**src/rtl/crbr_pkg.sv**
```systemverilog
// Shared types, constants and brake table for the conservative request brake ramp.
package crbr_pkg;

    localparam int unsigned KIND_W   = 3;
    localparam int unsigned SPEED_W  = 16;
    localparam int unsigned MARGIN_W = 12;
    localparam int unsigned LEVEL_W  = 13;
    localparam int unsigned DVD_W    = 30;
    localparam int unsigned DIV_BITS = 2;
    localparam int unsigned DIV_STEPS = DVD_W / DIV_BITS;
    localparam int unsigned CNT_W    = $clog2(DIV_STEPS);

    localparam logic [LEVEL_W-1:0]  FULL_BRAKE   = 13'd4096;
    localparam logic [SPEED_W-1:0]  CRUISE_RESET = 16'd12288;
    localparam logic [MARGIN_W-1:0] MARGIN_RESET = 12'd82;

    // register index, taken from paddr[2]
    localparam logic REG_CRUISE = 1'b0;
    localparam logic REG_MARGIN = 1'b1;

    localparam logic [KIND_W-1:0] KIND_ENDPOINT  = 3'd0;
    localparam logic [KIND_W-1:0] KIND_EMERGENCY = 3'd1;
    localparam logic [KIND_W-1:0] KIND_HARD_STOP = 3'd2;
    localparam logic [KIND_W-1:0] KIND_SOFT_STOP = 3'd3;
    localparam logic [KIND_W-1:0] KIND_HARD_SLOW = 3'd4;
    localparam logic [KIND_W-1:0] KIND_SOFT_SLOW = 3'd5;

    typedef struct packed {
        logic [KIND_W-1:0]  kind;
        logic [SPEED_W-1:0] target;
        logic [SPEED_W-1:0] vspeed;
    } t_job;

    typedef enum logic [2:0] {
        S_IDLE,
        S_CALC,
        S_ADD,
        S_DIV,
        S_FIN,
        S_DONE
    } t_back_state;

    function automatic logic [LEVEL_W-1:0] kind_brake_min(input logic [KIND_W-1:0] kind);
        logic [LEVEL_W-1:0] v;
        case (kind)
            KIND_ENDPOINT:  v = 13'd1229;
            KIND_EMERGENCY: v = 13'd3277;
            KIND_HARD_STOP: v = 13'd1638;
            KIND_SOFT_STOP: v = 13'd1229;
            KIND_HARD_SLOW: v = 13'd1638;
            KIND_SOFT_SLOW: v = 13'd819;
            default:        v = 13'd0;
        endcase
        return v;
    endfunction

    function automatic logic [LEVEL_W-1:0] kind_brake_max(input logic [KIND_W-1:0] kind);
        logic [LEVEL_W-1:0] v;
        case (kind)
            KIND_ENDPOINT:  v = 13'd2458;
            KIND_EMERGENCY: v = 13'd4096;
            KIND_HARD_STOP: v = 13'd2458;
            KIND_SOFT_STOP: v = 13'd2458;
            KIND_HARD_SLOW: v = 13'd3277;
            KIND_SOFT_SLOW: v = 13'd2048;
            default:        v = 13'd0;
        endcase
        return v;
    endfunction

    // true when (k1, s1) is strictly more conservative than (k2, s2)
    function automatic logic more_conservative(
        input logic [KIND_W-1:0]  k1,
        input logic [SPEED_W-1:0] s1,
        input logic [KIND_W-1:0]  k2,
        input logic [SPEED_W-1:0] s2
    );
        logic [LEVEL_W:0] sum1;
        logic [LEVEL_W:0] sum2;
        logic             res;
        sum1 = {1'b0, kind_brake_min(k1)} + {1'b0, kind_brake_max(k1)};
        sum2 = {1'b0, kind_brake_min(k2)} + {1'b0, kind_brake_max(k2)};
        if (s1 != s2) begin
            res = (s1 < s2);
        end else if (sum1 != sum2) begin
            res = (sum1 > sum2);
        end else begin
            res = (kind_brake_min(k1) > kind_brake_min(k2));
        end
        return res;
    endfunction

endpackage

```
**src/rtl/crbr_queue.sv**
```systemverilog
// Short FIFO of round jobs between the front end and the brake unit.
module crbr_queue
    import crbr_pkg::*;
#(
    parameter int unsigned DEPTH = 2
) (
    input  logic i_clk,
    input  logic i_rst_n,
    input  logic i_push_valid,
    input  t_job i_push,
    output logic o_push_ready,
    output logic o_pop_valid,
    output t_job o_pop,
    input  logic i_pop
);

    localparam int unsigned AW = $clog2(DEPTH);
    localparam logic [AW-1:0] LAST = AW'(DEPTH - 1);

    t_job          r_mem [DEPTH];
    logic [AW-1:0] r_wptr;
    logic [AW-1:0] r_rptr;
    logic [AW:0]   r_count;

    logic do_push;
    logic do_pop;

    assign o_push_ready = (r_count != (AW+1)'(DEPTH));
    assign o_pop_valid  = (r_count != '0);
    assign o_pop        = r_mem[r_rptr];
    assign do_push      = i_push_valid && o_push_ready;
    assign do_pop       = i_pop && o_pop_valid;

    always_ff @(posedge i_clk) begin
        if (do_push) begin
            r_mem[r_wptr] <= i_push;
        end
    end

    always_ff @(posedge i_clk) begin
        if (!i_rst_n) begin
            r_wptr  <= '0;
            r_rptr  <= '0;
            r_count <= '0;
        end else begin
            if (do_push) begin
                r_wptr <= (r_wptr == LAST) ? '0 : r_wptr + 1'b1;
            end
            if (do_pop) begin
                r_rptr <= (r_rptr == LAST) ? '0 : r_rptr + 1'b1;
            end
            case ({do_push, do_pop})
                2'b10:   r_count <= r_count + 1'b1;
                2'b01:   r_count <= r_count - 1'b1;
                default: r_count <= r_count;
            endcase
        end
    end

endmodule

```
**config.mk**
```make
export PLATFORM = sky130hd
export DESIGN_NAME = crbr_queue
export DESIGN_NICKNAME = d
export VERILOG_FILES = /design/src/rtl/crbr_pkg.sv /design/src/rtl/crbr_queue.sv
export SDC_FILE = /design/constraint.sdc
export NUM_CORES = 1
export LEC_CHECK = 0
export BUFFER_PORTS_ARGS = -buffer_cell sky130_fd_sc_hd__buf_2
export CAP_MARGIN = 25
export CORE_MARGIN = 4
export CORE_UTILIZATION = 32
export DETAILED_ROUTE_END_ITERATION = 10
export GPL_TIMING_DRIVEN = 0
export PLACE_DENSITY_LB_ADDON = 0.08
export SYNTH_ARGS = -nofsm -noshare
export SYNTH_HDL_FRONTEND = slang
export SYNTH_SLANG_ARGS = --single-unit
```
**constraint.sdc**
```tcl
create_clock -name i_clk -period 1.97 [get_ports i_clk]
set_input_delay 0.394 -clock i_clk [delete_from_list [all_inputs] [get_ports i_clk]]
set_output_delay 0.394 -clock i_clk [all_outputs]
set_load 0.05 [all_outputs]
```
Word-level counts from Yosys, hierarchy flattened

Memories as Yosys holds them, arrays and structs flattened. A register that Yosys moved wholly into a read port is not among the register bits.
Cells that the tools add are included.

Bits in registers: 4
RAM bits: 70
Output and inout port bits: 37
Word-level logic and storage cells: 22
Memories: 1

Memories:

| name  | depth | width | rd ports | clocked after Yosys merged registers in | wr ports | line             | source |
|---|---|---|---|---|---|---|---|
| r_mem | 2     | 35    | 1        | 1                                       | 1        | crbr_queue.sv:20 | `t_job r_mem [DEPTH];` |

$add $sub $neg: 4
Eq/ne operators: 3
Multiplexer cells: 7
Reduce and logical (&&, ||, !) cells: 4

Operator list:

| operator                                             | count |
|---|---|
| two-way mux 1 bit                                    | 6 |
| one-hot mux 2 bit (2 select lines)                   | 1 |
| nonzero test 2 bit                                   | 2 |
| adder 1 bit (second input constant)                  | 2 |
| adder 2 x 1 -> 2 bit (second input constant)         | 1 |
| equality test 2 x 1 -> 1 bit (second input constant) | 1 |
| equality test 2 bit (second input constant)          | 1 |
| logical AND 1 bit                                    | 2 |
| != test 2 bit (second input constant)                | 1 |
| subtractor 2 x 1 -> 2 bit (second input constant)    | 1 |

Longest topological paths before layout

Gate-level depths: netlist of run 1.

Word-level depth: 4
Mapped depth: 6

Worst setup path after synthesis of run 1

OpenSTA, ideal clock, no wires.

Path kind: register to register
From: register r_count[0]
To: memory r_mem[1][0] (netlist name) (enable)
Arrival time: 1.896 ns
Required time: 1.574 ns
Setup slack: -0.322 ns
Stages on the path, launching flop included: 3
Buffers on the path: 0
Period minus slack after synthesis: 2.292 ns
Path through: dfxtp_1 > nand2b_1 > and3_1

Word-level cells in the longest chain between the ends: 4

RTL lines:

| item                                    | line             | source |
|---|---|---|
| from (decl)                             | crbr_queue.sv:23 | `logic [AW:0] r_count;` |
| from (signal assigned)                  | crbr_queue.sv:53 | `2'b10: r_count <= r_count + 1'b1;` |
| from (signal assigned)                  | crbr_queue.sv:54 | `2'b01: r_count <= r_count - 1'b1;` |
| from (signal assigned)                  | crbr_queue.sv:55 | `default: r_count <= r_count;` |
| != test 2 bit                           | crbr_queue.sv:28 | `assign o_push_ready = (r_count != (AW+1)'(DEPTH));` |
| named net o_push_ready                  | crbr_queue.sv:11 | `output logic o_push_ready,` |
| logical AND 1 bit                       | crbr_queue.sv:31 | `assign do_push = i_push_valid && o_push_ready;` |
| two-way mux 1 bit                       | crbr_queue.sv:35 | `if (do_push) begin` |
| two-way mux 1 bit (not written as such) | crbr_queue.sv:36 | `r_mem[r_wptr] <= i_push;` |
| to (decl)                               | crbr_queue.sv:20 |  |

The timed path passes the listed nets, and every way through them passes these cells.

==> impl_results.md, run 1 <==
- CTS max path bufs: 2
- Type of the worst min-delay path: input pin to flip-flop
- Share of layout cells above drive strength 1: 59.1%
- CTS Sinks: 75
- Vias per cell: 4.29
- # hold bufs at CTS: 0
- DR vias: 1,416
- H-tree levels: 3
- Synthesis-stage register bit count: 75
- First-pass GRT wire length: 7470 um
- CP Max Fanout: 10
- Slowest-stage cell, CP: mux2_2
- Fin crit period: 1900 ps
- Area occupied by multi-input gates: 527 um2
- Placer Congestion: 0.758
- Worst-margin pin slew: 856 ps
- Register area share after synthesis: 80.0%
- Worst Setup Path Type: flip-flop to output pin
- Clock Skew: 6.17 ps
- Clock slew seen by the registers of the worst setup and hold paths: 70 ps
- Initial antenna violation count: 0
- FP Rows: 33
- Leak Pwr: 1.30 nW
- Relative slew slack: 42.9%
- Boundary pin count: 76
- Cell breakdown of the critical path: buf_6 -> buf_8 -> mux2_2 -> clkbuf_4
- Placed inst area: 0.00326 mm2
- Fillers: 764
- Largest net degree at the start of global routing: 36
- Startpoint type of the worst setup path: flip-flop
- Fin. max-slew vios: 0
- Pre-antenna DRT Iters: 4
- Tot GR Track Use: 10.1%
- DRC errors left: 0
- Area grow syn2layout: 28.0%
- Clock Root Buffer: clkbuf_8
- Mapped Area: 0.00275 mm2
- Syn nets: 173
- Die Footprint: 0.0101 mm2
- Seq. cell area: 0.00220 mm2
- Vias in the first global route: 1,639
- Chip height: 101 um
- Required time of the critical path: 1580 ps
- First DRT Iteration DRCs: 18
- Skew-Pair Late Insertion Delay: 330 ps
- Wire length per cell: 14.8 um
- Routed WL: 4900 um
- Initial Utilization: 33.2%
- Post-DP HPWL: 3270 um
- Status: completed
- Max Freq: 527 MHz
- IO buf count: 75
- Hold Fails Final Rpt: 0
- RSZ-0062 raised after global routing: yes
- Max Cap Viol: 0
- Crit path max-delay family: buffers and inverters
- DRT antenna net count: 0
- Final worst-path cycle share: 96.3%
- CP max stage delay: 340 ps
- Final Non-Filler Cells: 330
- GRT overflow: 0
- # setup viols final: 0
- Die W: 101 um
- Data arrival, critical path: 1500 ps
- CTS tree: done
- Net count, final: 260
- Synth Instances: 133
- CTS buffer count: 9
- CORE AREA: 0.00830 mm2
- Placed cells: 313
- Mean Syn Cell Area: 20.7 um2
- CP bufs+invs: 3
- CP endpoint kind: output pin
- Peak supply drop: 0.577 mV
- Post-layout util: 42.4%
- Antenna diodes: 0
- Synth Warn #: 0
- Yosys cell types: 20
- Cell area after layout: 0.00352 mm2
- Power Density: 1510 mW/mm2
## report_power, final
| part | internal, mW | switching, mW |
|---|---|---|
| clock network | 0.574 | 0.503 |
| registers | 2.02 | 0.0696 |
| logic | 0.688 | 1.47 |
## metrics by stage
step / setup WS, ps / power [mW] / hold slack, ps / TNS, ps
6_report: 73.2 / 5.32 / 251 / 0
5_1_grt: -4.20 / 5.58 / 223 / -7.24
4_1_cts: 0.435 / 5.35 / 226 / 0
3_5_place_dp: 3.43 / 4.18 / 507 / 0
3_3_place_gp: 82.9 / 4.14 / 490 / 0
2_1_floorplan: 5.43 / 3.73 / 479 / 0
## worst reg2reg max path: stages, from the launching register on
cell and delay, ps:
dfxtp_1 410, nand2b_1 230, and3_2 790
## cell usage in the layout, fill, tap and decap left out
master      Yosys  routed
a21bo_2         1       1
o21ai_0         1       1
nand3b_1        1       1
bufinv_16       0       1
and2_1          1       1
dfxtp_1         5       5
or2_2           1       1
clkinvlp_4      0       3
mux2_2         35      35
ha_1            1       1
clkbuf_8        0       9
a21boi_0        1       1
or3_1           1       1
a21boi_1        1       1
nand2b_1        1       1
clkbuf_4        0       1
and3_2          0       1
buf_2           4      63
clkbuf_1        0       1
buf_4           0      11
nor2b_1         2       2
buf_6           0       1
buf_8           0       3
clkinv_2        0       3
xnor2_1         3       3
edfxtp_1       70      70
o21a_1          1       1
nand2_1         1       1
clkinv_1        0       1
## sequential cells by signal, indices dropped and copies added (netlist names), named ones only
signal / flops
r_rptr: 1
r_mem: 70
r_wptr: 1
r_count: 2
## kinds of logic after synthesis
kind of cell | after synthesis | synth area share [%]
AOI/OAI and AO/OA | 5 | 1.36
xor gates and xnor gates | 3 | 0.955
muxes | 35 | 14.3
and+or+nand+nor | 9 | 2.00
buffers and inverters | 5 | 0.864
adders and majority gates | 1 | 0.455
DFF | 75 | 80.0
## cell usage after synthesis, drive strengths merged
cell type,n,area share (%)
or3,1,0.23
and2,1,0.23
mux2,35,14
o21ai,1,0.18
nand3b,1,0.27
edfxtp,70,76
a21bo,1,0.36
and3,1,0.23
inv,1,0.14
nor2b,2,0.45
a21boi,2,0.55
o21a,1,0.27
or2,1,0.23
ha,1,0.45
xnor2,3,0.96
buf,4,0.73
nand2b,1,0.23
dfxtp,5,3.6
nand2,1,0.14
## area by class of cell
| type | instances | area share (%) |
|---|---|---|
| flip-flops and latches | 75 | 62.5 |
| multi-input cells | 53 | 15.0 |
| repair buffers | 75 | 11.5 |
| well taps | 105 | 3.73 |
| clock buffers | 10 | 3.62 |
| clock inverters | 6 | 1.60 |
| plain buffers | 4 | 1.60 |
| inverters | 1 | 0.213 |
| repair inverters | 1 | 0.213 |
## path summary, 6_finish.rpt
| check | start | to | slack (ps) | cells after the start |
|---|---|---|---|---|
| max | flip-flop | o_pop[11] | 70 | 4 |
| min | i_push[26] | r_mem[0][26] | 250 | 1 |
| min reg2reg | r_count[1] | r_count[1] | 520 | 2 |
| max reg2reg | r_count[0] | r_mem[1][1] | 160 | 2 |
## layer usage
metal	wire length [um]	GRT usage (%)	vias up
met3	391	4.15	8
li1	-	-	691
met1	1810	9.76	670
met2	2630	18.2	47
met4	70	4.97	0
met5	0	0	-
## what timing repair did
| item | in CTS | in global routing |
|---|---|---|
| buffers inserted | 0 | 0 |
| cloned | 1 | 0 |
| gates resized for setup | 13 | 17 |
| endpoints found under the setup margin | 65 | 30 |
Note: power is estimated with default switching activity, not from simulation.
==> inputs of run 2 (changes only) <==
--- a/config.mk
+++ b/config.mk
@@ -11,7 +11,8 @@
 export CORE_UTILIZATION = 32
 export DETAILED_ROUTE_END_ITERATION = 10
 export GPL_TIMING_DRIVEN = 0
-export PLACE_DENSITY_LB_ADDON = 0.08
+export PLACE_DENSITY = 0.59
+export SLEW_MARGIN = 20
 export SYNTH_ARGS = -nofsm -noshare
 export SYNTH_HDL_FRONTEND = slang
 export SYNTH_SLANG_ARGS = --single-unit
==> constraint.sdc (replaced) <==
create_clock -name i_clk -period 1.5 [get_ports i_clk]
set_input_delay 0.3 -clock i_clk [delete_from_list [all_inputs] [get_ports i_clk]]
set_output_delay 0.3 -clock i_clk [all_outputs]
set_load 0.05 [all_outputs]
==> impl_results.md, run 2 (synthesis results as in run 1) <==
- Status: complete, but fails checks
- Failing checks: negative setup slack
- GRT overflow: 0
- Area grow syn2layout: 39.9%
- Largest net degree at the start of global routing: 36
- Critical hold path startpoint: i_push[13]
- Initial antenna violation count: 0
- Biggest regs: r_mem x70, r_count x2
- Final Non-Filler Cells: 336
- CP Max Fanout: 10
- Final worst-path cycle share: 116%
- Worst Setup Path Type: flip-flop to output pin
- Boundary pin count: 76
- R2R Path End: r_count[1]
- Max Freq: 574 MHz
- Initial Utilization: 33.2%
- R2R depth: 4
- Cell area after layout: 0.00385 mm2
- Worst Slack Setup Final: -244 ps
- Net count, final: 267
- Pre-antenna DRT Iters: 4
- Hold Fails Final Rpt: 0
- Antenna diodes: 0
- Chip height: 101 um
- Clock Skew: 10.2 ps
- Most frequent cells in the layout: edfxtp_1 (70), buf_2 (39), mux2_2 (31), buf_6 (31), clkbuf_8 (9)
- Max reg flops: 70
- Fin crit period: 1740 ps
- Clock slew seen by the registers of the worst setup and hold paths: 80 ps
- Die W: 101 um
- CTS Sinks: 75
- Vias per cell: 4.43
- Peak supply drop: 1.33 mV
- Vias in the first global route: 1,677
- First DRT Iteration DRCs: 31
- Post-layout util: 46.4%
- RSZ-0062 raised after global routing: yes
- Power Density: 2010 mW/mm2
- Placer Congestion: 0.650
- # setup viols final: 35
- Worst-margin pin slew: 512 ps
- Data arrival, critical path: 1440 ps
- Wire length per cell: 15.9 um
- Type of the worst min-delay path: input pin to flip-flop
- First-pass GRT wire length: 8350 um
- CORE AREA: 0.00830 mm2
- IO buf count: 75
- Max Cap Viol: 0
- Routed WL: 5360 um
- Required time of the critical path: 1200 ps
- CP endpoint kind: output pin
- Relative slew slack: 65.9%
- Share of layout cells above drive strength 1: 61.9%
- Startpoint type of the worst setup path: flip-flop
- Die Footprint: 0.0101 mm2
- Clock Root Buffer: clkbuf_8
- DRT antenna net count: 0
- Skew-Pair Late Insertion Delay: 340 ps
- DR vias: 1,487
- H-tree levels: 3
- Hold Path Stages: 1
- DRC errors left: 0
- Post-DP HPWL: 3450 um
- CTS max path bufs: 2
- Hold Path Sink: r_mem[0][13]
- CTS tree: done
- FF-to-FF Start: r_count[1]
- Fin. max-slew vios: 0
- Placed cells: 313
- Placed inst area: 0.00327 mm2
- Tot GR Track Use: 11.2%
- FF-to-FF setup slack: 70 ps
- FP Rows: 33
- CTS buffer count: 9
- Largest register by flop count: r_mem
- Leak Pwr: 1.43 nW
- Commonest non-fill, non-tap cell in the layout: edfxtp_1
==> run 2: changes by cell type in the layout (fill, tap and decap cells not counted), sizes merged <==
cell      previous run  this run
clkbuf              11        12
clkinv               4         2
buf                 78        86
clkinvlp             3         2
==> run 2: power breakdown <==
part           total [mW]  switching, mW  internal (mW)
sequential           2.77          0.105           2.66
combinational        3.56           2.07           1.49
clock                1.43          0.672          0.757
==> run 2: stage by stage <==
| stage | power (mW) | setup TNS [ps] | hold WS [ps] | setup WS, ps |
|---|---|---|---|---|
| 6_report | 7.75 | -7720 | 148 | -244 |
| 5_1_grt | 8.12 | -10380 | 118 | -321 |
| 3_3_place_gp | 5.50 | -27550 | 489 | -398 |
| 3_5_place_dp | 5.53 | -28770 | 491 | -422 |
| 4_1_cts | 7.69 | -8990 | 129 | -280 |
| 2_1_floorplan | 4.93 | -6330 | 399 | -120 |
==> run 2: worst max-delay path, stage by stage, from the launching register on <==
cell and delay, ps:
dfxtp_2 330, buf_8 130, buf_8 140, mux2_2 360, buf_6 160
==> run 2: how the worst max path moves through the flow <==
stage	start	slack (ps)	endpoint	cells after the start
4_1_cts	flip-flop	-280	o_pop[26]	4
6_report	flip-flop	-240	o_pop[26]	4
3_3_place_gp	r_count[1]	-400	r_mem[0][6]	3
5_1_grt	flip-flop	-320	o_pop[14]	4
2_1_floorplan	r_count[0]	-120	r_mem[0][0]	3
3_5_place_dp	r_count[1]	-420	r_mem[0][3]	3
==> run 2: repair_timing <==
action,CTS,global route
buffers inserted,6,1
endpoints found under the setup margin,107,56
pin swaps,0,1
hold buffers,0,0
gates cloned,1,0
gates resized for setup,90,12
==> run 2: layout make-up <==
| cell class | count | area (um2) |
|---|---|---|
| clock inverters | 3 | 40.0 |
| repair inverters | 1 | 7.51 |
| multi-input cells | 53 | 568 |
| repair buffers | 82 | 684 |
| clock buffers | 12 | 135 |
| well taps | 105 | 131 |
| plain buffers | 4 | 65.1 |
| fillers | 766 | 4450 |
| flip-flops and latches | 75 | 2210 |
| inverters | 1 | 7.51 |
==> run 2: metal layers <==
layer / share of wire, % / global-route usage [%]
met3: 5.1 / 3.67
met4: 1.7 / 5.28
met5: 0 / 0
met1: 38 / 11.6
met2: 55 / 20.3
